`src/design/assert_macros.svh`:
```
// Assertion macros used by the RTL.
// Define NO_ASSERTIONS to compile them out.
`ifndef ASSERT_MACROS_SVH
`define ASSERT_MACROS_SVH

`ifndef NO_ASSERTIONS

// Hold the property on every rising clock edge outside reset.
`define ASSERT_ALWAYS(lbl, clk, rst_n, prop) \
  lbl: assert property (@(posedge clk) disable iff (!rst_n) (prop)) \
    else $error("assertion failed");

// Antecedent in this cycle implies consequent in the next.
`define ASSERT_NEXT(lbl, clk, rst_n, ante, cons) \
  lbl: assert property (@(posedge clk) disable iff (!rst_n) (ante) |=> (cons)) \
    else $error("assertion failed");

`else

`define ASSERT_ALWAYS(lbl, clk, rst_n, prop)
`define ASSERT_NEXT(lbl, clk, rst_n, ante, cons)

`endif

`endif

```
`src/design/bmh_pkg.sv`:
```
`default_nettype none

package bmh_pkg;

  localparam int TAG_BITS = 8;

  typedef enum logic [3:0] {
    ST_IDLE,
    ST_BINIT,
    ST_RDP,
    ST_RDL,
    ST_CMPL,
    ST_CMPR,
    ST_DEC,
    ST_DESC,
    ST_PUT,
    ST_EMIT
  } state_t;

  // Controller to datapath
  typedef struct packed {
    logic ld;         // store the accepted request, or flag it dropped when full
    logic init_b;     // build index to count/2-1, clear emit index
    logic rd_par;     // read node at build index, sift position to it
    logic take_mov;   // latch the moving entry from read data
    logic rst_best;   // best candidate back to moving entry
    logic rd_left;    // read left child of sift position
    logic rd_right;   // read right child of sift position
    logic cmp;        // compare read child against best
    logic wr_best;    // write best at sift position, descend
    logic wr_mov;     // write moving entry at sift position
    logic dec_b;      // step build index down
    logic rd_emit;    // read next entry for output
    logic done;       // clear count and drop flag
  } cmd_t;

  // Datapath to controller
  typedef struct packed {
    logic n_ge2;
    logic lc_ok;
    logic rc_ok;
    logic moved;
    logic b_zero;
    logic k_last;
  } sts_t;

endpackage

`default_nettype wire

```
`src/design/bmh_ram.sv`:
```
`default_nettype none

module bmh_ram #(
  parameter int WIDTH = 24,
  parameter int DEPTH = 64
) (
  input  wire logic                     clk,
  input  wire logic                     wr_en,
  input  wire logic [$clog2(DEPTH)-1:0] wr_addr,
  input  wire logic [WIDTH-1:0]         wr_data,
  input  wire logic                     rd_en,
  input  wire logic [$clog2(DEPTH)-1:0] rd_addr,
  output logic      [WIDTH-1:0]         rd_data
);

  logic [WIDTH-1:0] mem [DEPTH];

  always_ff @(posedge clk) begin
    if (wr_en) begin
      mem[wr_addr] <= wr_data;
    end
    if (rd_en) begin
      rd_data <= mem[rd_addr];
    end
  end

endmodule

`default_nettype wire

```
`src/design/bmh_ctrl.sv`:
```
`default_nettype none

module bmh_ctrl
  import bmh_pkg::*;
(
  input  wire logic clk,
  input  wire logic rst_n,
  input  wire logic start,
  input  wire logic in_is_last,
  input  wire sts_t sts,
  output logic      busy,
  output cmd_t      cmd
);

  state_t state_r, state_nxt;

  always_ff @(posedge clk) begin
    if (!rst_n) begin
      state_r <= ST_IDLE;
    end else begin
      state_r <= state_nxt;
    end
  end

  always_comb begin
    state_nxt = state_r;
    unique case (state_r)
      ST_IDLE:  if (start && in_is_last) state_nxt = ST_BINIT;
      ST_BINIT: state_nxt = sts.n_ge2 ? ST_RDP : ST_EMIT;
      ST_RDP:   state_nxt = ST_RDL;
      ST_RDL:   state_nxt = sts.lc_ok ? ST_CMPL : ST_PUT;
      ST_CMPL:  state_nxt = sts.rc_ok ? ST_CMPR : ST_DEC;
      ST_CMPR:  state_nxt = ST_DEC;
      ST_DEC:   state_nxt = sts.moved ? ST_DESC : ST_PUT;
      ST_DESC:  state_nxt = sts.lc_ok ? ST_CMPL : ST_PUT;
      ST_PUT:   state_nxt = sts.b_zero ? ST_EMIT : ST_RDP;
      ST_EMIT:  if (sts.k_last) state_nxt = ST_IDLE;
      default:  state_nxt = ST_IDLE;
    endcase
  end

  always_comb begin
    cmd  = '0;
    busy = 1'b1;
    unique case (state_r)
      ST_IDLE: begin
        busy   = 1'b0;
        cmd.ld = start;
      end
      ST_BINIT: cmd.init_b = 1'b1;
      ST_RDP:   cmd.rd_par = 1'b1;
      ST_RDL: begin
        cmd.take_mov = 1'b1;
        cmd.rd_left  = sts.lc_ok;
      end
      ST_CMPL: begin
        cmd.cmp      = 1'b1;
        cmd.rd_right = sts.rc_ok;
      end
      ST_CMPR:  cmd.cmp = 1'b1;
      ST_DEC:   cmd.wr_best = sts.moved;
      ST_DESC: begin
        cmd.rst_best = 1'b1;
        cmd.rd_left  = sts.lc_ok;
      end
      ST_PUT: begin
        cmd.wr_mov = 1'b1;
        cmd.dec_b  = !sts.b_zero;
      end
      ST_EMIT: begin
        cmd.rd_emit = 1'b1;
        cmd.done    = sts.k_last;
      end
      default: busy = 1'b1;
    endcase
  end

endmodule

`default_nettype wire

```
`src/design/bmh_dp.sv`:
```
`default_nettype none

module bmh_dp
  import bmh_pkg::*;
#(
  parameter int MAX_ITEMS = 64,
  parameter int KEY_BITS  = 16
) (
  input  wire logic                clk,
  input  wire logic                rst_n,
  input  wire cmd_t                cmd,
  input  wire logic [KEY_BITS-1:0] in_key,
  input  wire logic [TAG_BITS-1:0] in_tag,
  output sts_t                     sts,
  output logic                     out_strobe,
  output logic      [KEY_BITS-1:0] out_key_res,
  output logic      [TAG_BITS-1:0] out_tag_res,
  output logic                     out_is_last_res,
  output logic                     out_overflow
);

  localparam int AW  = (MAX_ITEMS > 1) ? $clog2(MAX_ITEMS) : 1;
  localparam int CW  = $clog2(MAX_ITEMS + 1);
  localparam int CHW = AW + 2;
  localparam int EW  = KEY_BITS + TAG_BITS;

  logic [CW-1:0]  count_r;
  logic           dropped_r;
  logic [AW-1:0]  b_r;
  logic [AW-1:0]  s_r;
  logic [AW-1:0]  k_r;
  logic [AW-1:0]  cidx_r;
  logic [AW-1:0]  best_idx_r;
  logic [EW-1:0]  mov_r;
  logic [EW-1:0]  best_r;
  logic           moved_r;
  logic           strobe_r;
  logic           last_r;
  logic           ovf_r;

  logic           full;
  logic [CHW-1:0] lc;
  logic [CHW-1:0] rc;
  logic [CW-1:0]  half_m1;
  logic [CW-1:0]  k_inc;
  logic           wr_en;
  logic [AW-1:0]  wr_addr;
  logic [EW-1:0]  wr_data;
  logic           rd_en;
  logic [AW-1:0]  rd_addr;
  logic [EW-1:0]  rd_data;
  logic           child_less;

  assign full    = (count_r == CW'(MAX_ITEMS));
  assign lc      = {1'b0, s_r, 1'b1};
  assign rc      = {1'b0, s_r, 1'b0} + CHW'(2);
  assign half_m1 = (count_r >> 1) - CW'(1);
  assign k_inc   = CW'(k_r) + CW'(1);

  assign sts.n_ge2  = (count_r >= CW'(2));
  assign sts.lc_ok  = (lc < CHW'(count_r));
  assign sts.rc_ok  = (rc < CHW'(count_r));
  assign sts.moved  = moved_r;
  assign sts.b_zero = (b_r == '0);
  assign sts.k_last = (k_inc == count_r);

  // strictly smaller only: equal keys stay put
  assign child_less = (rd_data[EW-1:TAG_BITS] < best_r[EW-1:TAG_BITS]);

  always_comb begin
    wr_en   = 1'b0;
    wr_addr = s_r;
    wr_data = mov_r;
    priority if (cmd.ld && !full) begin
      wr_en   = 1'b1;
      wr_addr = count_r[AW-1:0];
      wr_data = {in_key, in_tag};
    end else if (cmd.wr_best) begin
      wr_en   = 1'b1;
      wr_data = best_r;
    end else if (cmd.wr_mov) begin
      wr_en   = 1'b1;
    end
  end

  always_comb begin
    rd_en   = 1'b1;
    rd_addr = k_r;
    priority if (cmd.rd_par) begin
      rd_addr = b_r;
    end else if (cmd.rd_left) begin
      rd_addr = lc[AW-1:0];
    end else if (cmd.rd_right) begin
      rd_addr = rc[AW-1:0];
    end else if (cmd.rd_emit) begin
      rd_addr = k_r;
    end else begin
      rd_en = 1'b0;
    end
  end

  bmh_ram #(
    .WIDTH (EW),
    .DEPTH (MAX_ITEMS)
  ) u_ram (
    .clk     (clk),
    .wr_en   (wr_en),
    .wr_addr (wr_addr),
    .wr_data (wr_data),
    .rd_en   (rd_en),
    .rd_addr (rd_addr),
    .rd_data (rd_data)
  );

  always_ff @(posedge clk) begin
    if (!rst_n) begin
      count_r   <= '0;
      dropped_r <= 1'b0;
      b_r       <= '0;
      s_r       <= '0;
      k_r       <= '0;
      moved_r   <= 1'b0;
      strobe_r  <= 1'b0;
      last_r    <= 1'b0;
      ovf_r     <= 1'b0;
    end else begin
      strobe_r <= cmd.rd_emit;
      last_r   <= cmd.rd_emit && sts.k_last;
      ovf_r    <= cmd.rd_emit && dropped_r;
      if (cmd.ld) begin
        if (full) begin
          dropped_r <= 1'b1;
        end else begin
          count_r <= count_r + CW'(1);
        end
      end
      if (cmd.init_b) begin
        b_r <= half_m1[AW-1:0];
        k_r <= '0;
      end
      if (cmd.dec_b) begin
        b_r <= b_r - AW'(1);
      end
      if (cmd.rd_par) begin
        s_r <= b_r;
      end
      if (cmd.take_mov || cmd.rst_best) begin
        moved_r <= 1'b0;
      end
      if (cmd.cmp && child_less) begin
        moved_r <= 1'b1;
      end
      if (cmd.wr_best) begin
        s_r <= best_idx_r;
      end
      if (cmd.rd_emit) begin
        k_r <= k_r + AW'(1);
      end
      if (cmd.done) begin
        count_r   <= '0;
        dropped_r <= 1'b0;
      end
    end
  end

  // payload registers
  always_ff @(posedge clk) begin
    if (cmd.take_mov) begin
      mov_r  <= rd_data;
      best_r <= rd_data;
    end
    if (cmd.rst_best) begin
      best_r <= mov_r;
    end
    if (cmd.cmp && child_less) begin
      best_r     <= rd_data;
      best_idx_r <= cidx_r;
    end
    if (cmd.rd_left) begin
      cidx_r <= lc[AW-1:0];
    end else if (cmd.rd_right) begin
      cidx_r <= rc[AW-1:0];
    end
  end

  assign out_strobe      = strobe_r;
  assign out_key_res     = rd_data[EW-1:TAG_BITS];
  assign out_tag_res     = rd_data[TAG_BITS-1:0];
  assign out_is_last_res = last_r;
  assign out_overflow    = ovf_r;

endmodule

`default_nettype wire

```
`src/design/build_min_heap.sv`:
```
// Channel   Ports                                       Handshake
// request   in_key, in_tag, in_is_last                  start && !busy
// result    out_key_res, out_tag_res, out_is_last_res,  out_strobe, one cycle
//           out_overflow
//
// While loading, busy stays low and requests are taken back to back. The build
// then does a setup step and, per node, a fetch, a compare with the children,
// a move and a new compare per level it sinks, and a store. Emission reads one
// entry per cycle; results follow back to back after the build; the receiver
// cannot stall them. busy stays high from the last request until the final read.
// Synchronous active-low reset clears control; RAM contents are not cleared.
`default_nettype none

module build_min_heap
  import bmh_pkg::*;
#(
  parameter int MAX_ITEMS = 64,
  parameter int KEY_BITS  = 16
) (
  input  wire logic                clk,
  input  wire logic                rst_n,
  input  wire logic                start,
  output logic                     busy,
  input  wire logic [KEY_BITS-1:0] in_key,
  input  wire logic [TAG_BITS-1:0] in_tag,
  input  wire logic                in_is_last,
  output logic                     out_strobe,
  output logic      [KEY_BITS-1:0] out_key_res,
  output logic      [TAG_BITS-1:0] out_tag_res,
  output logic                     out_is_last_res,
  output logic                     out_overflow
);

`include "assert_macros.svh"

  cmd_t cmd;
  sts_t sts;

  bmh_ctrl u_ctrl (
    .clk        (clk),
    .rst_n      (rst_n),
    .start      (start),
    .in_is_last (in_is_last),
    .sts        (sts),
    .busy       (busy),
    .cmd        (cmd)
  );

  bmh_dp #(
    .MAX_ITEMS (MAX_ITEMS),
    .KEY_BITS  (KEY_BITS)
  ) u_dp (
    .clk             (clk),
    .rst_n           (rst_n),
    .cmd             (cmd),
    .in_key          (in_key),
    .in_tag          (in_tag),
    .sts             (sts),
    .out_strobe      (out_strobe),
    .out_key_res     (out_key_res),
    .out_tag_res     (out_tag_res),
    .out_is_last_res (out_is_last_res),
    .out_overflow    (out_overflow)
  );

  `ASSERT_NEXT(a_last_req_busy, clk, rst_n, start && !busy && in_is_last, busy)
  `ASSERT_ALWAYS(a_res_after_busy, clk, rst_n, !out_strobe || $past(busy))
  `ASSERT_ALWAYS(a_last_has_strobe, clk, rst_n, !out_is_last_res || out_strobe)
  `ASSERT_NEXT(a_final_ends_batch, clk, rst_n, out_strobe && out_is_last_res, !out_strobe)

endmodule

`default_nettype wire

```
`config.mk`:
```
export PLATFORM = sky130hd
export DESIGN_NAME = build_min_heap
export DESIGN_NICKNAME = d
export VERILOG_FILES = /design/src/design/bmh_pkg.sv /design/src/design/bmh_ram.sv /design/src/design/bmh_ctrl.sv /design/src/design/bmh_dp.sv /design/src/design/build_min_heap.sv
export VERILOG_INCLUDE_DIRS = /design/src /design/src/design
export SDC_FILE = /design/constraint.sdc
export NUM_CORES = 2
export LEC_CHECK = 0
export BUFFER_PORTS_ARGS = -buffer_cell sky130_fd_sc_hd__buf_2
export CAP_MARGIN = 15
export CORE_AREA = 2 2 314 441
export DETAILED_ROUTE_END_ITERATION = 12
export DIE_AREA = 0 0 316 443
export PLACE_DENSITY = 0.65
export SLEW_MARGIN = 20
export SYNTH_ARGS = -nofsm -noshare
export SYNTH_HDL_FRONTEND = slang
export SYNTH_SLANG_ARGS = --single-unit
```
`constraint.sdc`:
```
create_clock -name clk -period 9.9 [get_ports clk]
set_input_delay 2.97 -clock clk [delete_from_list [all_inputs] [get_ports clk]]
set_output_delay 2.97 -clock clk [all_outputs]
set_load 0.03 [all_outputs]
```
== Yosys cells after proc, flatten, opt, wreduce, memory -nomap -nowiden ==
Memory sizes are Yosys's and may differ from the RTL's. A register that Yosys moved wholly into a read port is not among the register bits.
Index checks and enable logic that the tools add are counted.
Word-level totals
  ROM bits: 0
  bits in registers: 94
  memory bits (writable): 1536
  output and inout bits: 28
  latch bits: 0
  memories: 1
  word-level logic and storage cells: 111
Cells by class
  bitwise gates (word level): 2
  magnitude comparators: 4
  divide/modulo/power cells: 0
  shift operators: 0
  muxes and demuxes: 48
  equality and inequality tests: 13
  reduce and logical (&&, ||, !) cells: 22
  $add $sub $neg: 6
  multiply operators: 0
Memory list
  u_dp.u_ram.mem: words 64, width 24, read ports 1, clocked after Yosys merged registers in 1, write ports 1, line bmh_ram.sv:16  | logic [WIDTH-1:0] mem [DEPTH];
Operators by type and width (number)
  $mux 24: 5
  $mux 6: 12
  $pmux 4 s9: 1
  $mux 4: 6
  $mux 1: 21
  $eq 4x3->1 const B: 4
  $lt 16x16->1: 1
  $sub 6x1->6 const B: 2
  $reduce_bool 2->1: 5
  $add 7x2->8 const B: 1
  $eq 4x2->1 const B: 2
  $eq 4x4->1 const B: 2
  $lt 8x7->1: 1
  $add 6x1->7 const B: 1
  $add 7x1->7 const B: 1
  $eq 7x7->1: 1
  $eq 7x7->1 const B: 1
  $ge 7x2->1 const B: 1
  $lt 7x7->1: 1
  $add 6x1->6 const B: 1
  $logic_not 6->1: 1
  $mux 2: 3
  $reduce_and 2->1: 3
  $reduce_or 2->1: 3
  other kinds (8): 15

== Longest topological paths before layout ==
  depth in word-level cells: 8
  depth in mapped cells: 22
  depth with buffers taken out: 16

== Modules after synthesis ==
Synthesis repeated with hierarchy kept, for this count alone.
Second synthesis, totals
  cells, all modules: 3190
  area total of the unflattened synthesis: 65291.4 sq um
Modules (own cells, without submodules)
  bmh_ram: sequential area each 46844.9 sq um, instances 1, area an instance 59535.8 sq um, cells each 2610
  bmh_dp: sequential area each 2392.3 sq um, instances 1, area an instance 5350.1 sq um, cells each 520
  bmh_ctrl: sequential area each 80.1 sq um, instances 1, area an instance 405.4 sq um, cells each 60

== Least setup slack after synthesis ==
OpenSTA, ideal clock, no wires.
  path type: input-to-reg
  from: input port start
  to: memory u_dp.u_ram.mem[0][13], data pin
  buffers on the path: 4
  setup slack: 3419 ps
  stages: 7
  data arrival time: 5893 ps
  path through: nand2_1 or2_2 clkbuf_1 clkbuf_1 clkbuf_1 buf_1 a31oi_1
Between the ends
  word-level cells in the longest chain between the ends: 3
RTL lines
  from (decl): line build_min_heap.sv:22  | input wire logic start,
  $mux 1: line bmh_ctrl.sv:45  | unique case (state_r)
  $logic_and 1x1->1: line bmh_dp.sv:74  | priority if (cmd.ld && !full) begin
  $mux 24: line bmh_dp.sv:74
  via u_dp.u_ram.wr_data[13]: line bmh_ram.sv:10  | input wire logic [WIDTH-1:0] wr_data,
  to (decl): line bmh_ram.sv:16
The timed path passes the listed nets, and every way through them passes these cells.

== Worst setup path after layout ==
  from: register u_dp.s_r[0]
  to: register u_dp.u_ram.rd_data[4], read port of u_dp.u_ram.mem, data pin
Between the ends
  word-level cells in the longest chain between the ends: 6
  elaborated cells on any way between the ends: 11
  classes of those cells: add/sub (1); order compare (2); mux (8)
RTL lines
  from (decl): line bmh_dp.sv:30  | logic [AW-1:0] s_r;
  from (signal assigned): line bmh_dp.sv:145  | s_r <= b_r;
  from (signal assigned): line bmh_dp.sv:154  | s_r <= best_idx_r;
  $add 7x2->8: line bmh_dp.sv:56  | assign rc = {1'b0, s_r, 1'b0} + CHW'(2);
  $lt 8x7->1: line bmh_dp.sv:62  | assign sts.rc_ok = (rc < CHW'(count_r));
  $mux 1: line bmh_ctrl.sv:45
  $mux 6 / $mux 1 (equally long branches): line bmh_dp.sv:93  | end else if (cmd.rd_right) begin
  $mux 6 / $mux 1 (equally long branches): line bmh_dp.sv:91  | end else if (cmd.rd_left) begin
  $mux 6 / $mux 1 (equally long branches): line bmh_dp.sv:89  | priority if (cmd.rd_par) begin
  to (decl): line bmh_ram.sv:13  | output logic [WIDTH-1:0] rd_data
Parallel ways exist; a longest one is shown, timed or not.
A chain may end at the register's enable or synchronous reset.

==> reports/metrics.yaml <==
synth_compound_area_share_pct: 5.96
combinationalPowerShare_pct: 20.3
gp_congestion: 0.922
p_seq_share_pct: 48.0
p_sw_uw: 5460
cp-end-kind: "flip-flop"
synthFlopType: "edfxtp_1"
fmax_mhz: 158
initial_core_util_pct: 49.6
drv_cap: 0
clkPwrFrac_pct: 31.7
die_area_mm2: 0.140
critPathSlowestCell: "a21oi_1"
reg2regPathDepth: 17
design_power_total_uw: 17900
rrSetupSlack_ns: 3.57
synthXorXnorAreaFrac_pct: 0.272
hold_buffers: 0
antenna_found_initial: 6
placedCellCount: 6786
syn_nets: 5214
worstPathRequired_ns: 10.39
slew_violations: 0
grt_max_degree: 162
rows: 161
fin_worst_hold_slack_ns: 0.429
syn_area_mm2: 0.0677
p_per_area_mw_per_mm2: 239
holdPathEnd: "u_dp.best_idx_r[1]"
coreArea_mm2: 0.136
pre_cts_ws_ns: 3.68
worst_pin_slew_ns: 1.20
max-clock-path-buffers: 3
insertion_delay_ns: 0.79
fillers: 11000
dp_hpwl_um: 113000
synth.yosys.warnings: 0
r2r_start: "u_dp.s_r[0]"
synth_top_family_by_area: "simple AND/OR/NAND/NOR gates"
fin_crit_ns: 6.33
crit_buf_inv: 2
synth_cell_type_count: 89
synth.area.mux_share_pct: 1.78
port_buffers: 55
cp_cell_sequence: "ha_1 -> nand3_2 -> nand2_1 -> inv_1 -> or2_2 -> ha_1 -> a21o_1 -> a221oi_4 -> and3_1 -> nor4_2 -> and2b_4 -> buf_4 -> nand2_2 -> a21oi_1 -> a221oi_1 -> a21oi_1 -> a2111oi_2"
p_int_uw: 12400
grt_usage_pct: 27.6
path_max_fanout: 57
wl_um: 195000
postCtsSetupBuffers: 0
drive_gt1_share_pct: 10.7
seq_area_mm2: 0.0493
setup_slack_ns: 3.57
area_growth_syn_to_layout_pct: 10.5
finClkSkew_ns: 0.0206
viasPerCell: 6.15
drc: 0
first_global_vias: 40700
ys_seq_area_share_pct: 72.9
cts_made_buffers: 148
finalCritPeriodShare_pct: 63.9
vdd_ir_drop_max_uv: 231
ioPinCount: 56
rsz0062_at_grt: "false"
cts_tree: "done"
multiInputGateArea_mm2: 0.0171
r2r-end: "u_dp.u_ram.rd_data[4]"
synth-adder-area-share_pct: 0.666
vias: 43400
min_from: "u_dp.cidx_r[1]"
synth_simple_gate_area_share_pct: 15.6
critPathTopFamily: "simple AND/OR/NAND/NOR gates"
hp-class: "reg2reg"
grt_first_pass_wirelength_um: 281000
fin_setup_tns_ns: 0
post_cts_resized: 0
drtPass1Iterations: 6
crit_path_start_kind: "flip-flop"
max_stage_delay_ns: 0.67
cts_root_buf: "clkbuf_16"
nets: 5207
instances_no_fill: 7051
maxSlewHeadroom_pct: 19.5
avgSynthCellArea_um2: 13.1
synth_seq_cells: 1654
drtIter0Drc: 5935
cts_sinks: 1654
dieHeight_um: 443
cts.htree.levels: 4
die_w_um: 316
critPathKind: "reg2reg"
async_reset_ff_share_pct: 0
min_path_cells: 0
switching_share_pct: 30.6
antenna_left: 0
arrival_ns: 6.82
syn_inst: 5150
clk_pin_slew_ns: 0.07
grt_overflow: 0
avgRoutedWirePerCell_um: 27.7
status: "finished, final reports clean"
final_hold_viol_count: 0
synth-edff-count: 1619
leakage_uw: 0.0252
setup_viol: 0
[worst reg2reg max path: cells and delay by family (launching register included)]
kind	cells	cell delay, ns
adders and majority gates	2	0.56
DFF	1	0.57
and+or+nand+nor	7	2.26
AOI/OAI and AO/OA	6	1.93
buffers and inverters	2	0.70
[worst max-delay path by stage]
stage / endpoint / depth (start not counted) / start / slack (ns)
3_3_place_gp: u_dp.u_ram.mem[51][10] / 7 / start / 3.45
3_5_place_dp: u_dp.u_ram.rd_data[4] / 17 / u_dp.s_r[0] / 3.68
2_1_floorplan: u_dp.u_ram.mem[0][13] / 7 / start / 3.42
5_1_grt: u_dp.u_ram.rd_data[4] / 17 / u_dp.s_r[0] / 3.38
4_1_cts: u_dp.u_ram.rd_data[4] / 17 / u_dp.s_r[0] / 3.66
6_report: u_dp.u_ram.rd_data[4] / 17 / u_dp.s_r[0] / 3.57
[synth_stat cells, drive strengths merged, types with 11 or more instances]
cell / instances / area (um2)
nand3: 595 / 3000
nand4: 16 / 100
a311oi: 106 / 928
nor2b: 18 / 115
a21oi: 77 / 385
nand4b: 13 / 114
a32o: 39 / 390
a221oi: 30 / 287
and3: 118 / 743
ha: 36 / 450
mux2i: 71 / 711
clkbuf: 107 / 407
nand2: 1479 / 5560
nor3: 20 / 111
a2111oi: 13 / 170
o22ai: 19 / 119
mux2: 26 / 293
dfxtp: 35 / 701
edfxtp: 1619 / 48600
inv: 36 / 135
a21o: 14 / 106
buf: 232 / 1400
a21boi: 11 / 82.6
a31oi: 93 / 612
o21ai: 53 / 265
nor2: 122 / 468
xnor2: 17 / 149
[kinds of logic after synthesis]
family                   Yosys count
AND/OR/NAND/NOR                 2428
AO/OA/AOI/OAI                    530
adder cells (fa/ha/maj)           36
XOR/XNOR                          21
multiplexers                     106
flip-flops                      1654
buffers and inverters            375
[layout make-up]
type / count / share of cell area [%]
flip-flops and latches: 1654 / 65.9
multi-input cells: 3121 / 22.8
repair buffers: 182 / 1.81
clock inverters: 81 / 0.995
well taps: 1793 / 3.00
clock buffers: 181 / 5.23
diodes: 3 / 0.0100
inverters: 36 / 0.181
[cells in the final DEF, fill, tap and decap left out, types with 8 or more instances in the layout]
cell type  count
a2111oi_2      8
a21boi_0      11
a21o_1        13
a21oi_1       77
a221oi_1      28
a22oi_1        9
a311oi_1     106
a31oi_1       66
a31oi_4       26
a32o_1        39
and3_1       117
buf_12        10
buf_2         55
buf_4        117
bufinv_16     12
clkbuf_1      29
clkbuf_16    152
clkinv_1      31
clkinv_2      26
dfxtp_1       35
edfxtp_1    1619
ha_1          36
inv_1         36
mux2_2        26
mux2i_1       71
mux4_2         9
nand2_1     1477
nand3_1      592
nand4_1       16
nand4b_1      13
nor2_1        57
nor2_2        58
nor2b_1       13
nor3_1        18
o21ai_0       49
o22ai_1       19
o31ai_1        8
or3_1          9
xnor2_1       17
[stage by stage]
stage / utilization [%] / area [um2]
6_report: 54.9 / 74800
5_1_grt: 54.8 / 74800
4_1_cts: 54.8 / 74800
3_5_place_dp: 51.4 / 70100
3_3_place_gp: 51.4 / 70100
2_1_floorplan: - / 67700
[flip-flops by register name (all words and copies together), names as in the netlist]
signal,count
u_dp.u_ram.mem,1536
u_dp.best_r,24
u_dp.mov_r,24
u_dp.u_ram.rd_data,24
u_dp.count_r,7
u_dp.b_r,6
u_dp.best_idx_r,6
u_dp.cidx_r,6
u_dp.k_r,6
u_dp.s_r,6
u_ctrl.state_r,4
u_dp.dropped_r,1
u_dp.moved_r,1
u_dp.out_is_last_res,1
u_dp.out_overflow,1
u_dp.out_strobe,1
[power by group through the flow]
stage	Clock [uW]	Sequential [uW]	Combinational [uW]
3_5_place_dp	0	8720	3590
3_3_place_gp	0	8720	3520
6_report	5660	8580	3620
5_1_grt	5970	8570	3820
4_1_cts	5710	8570	3590
2_1_floorplan	0	8730	2050
[layer usage]
metal  GRT usage [%]  wire length, um  vias up
met5               0               13        -
met4            15.6            12400        2
met3            4.42            16600      385
met2            43.7            92800     2182
met1            36.2            73500    21800
li1                -                -    19000
(Power assumes the default switching activity.)
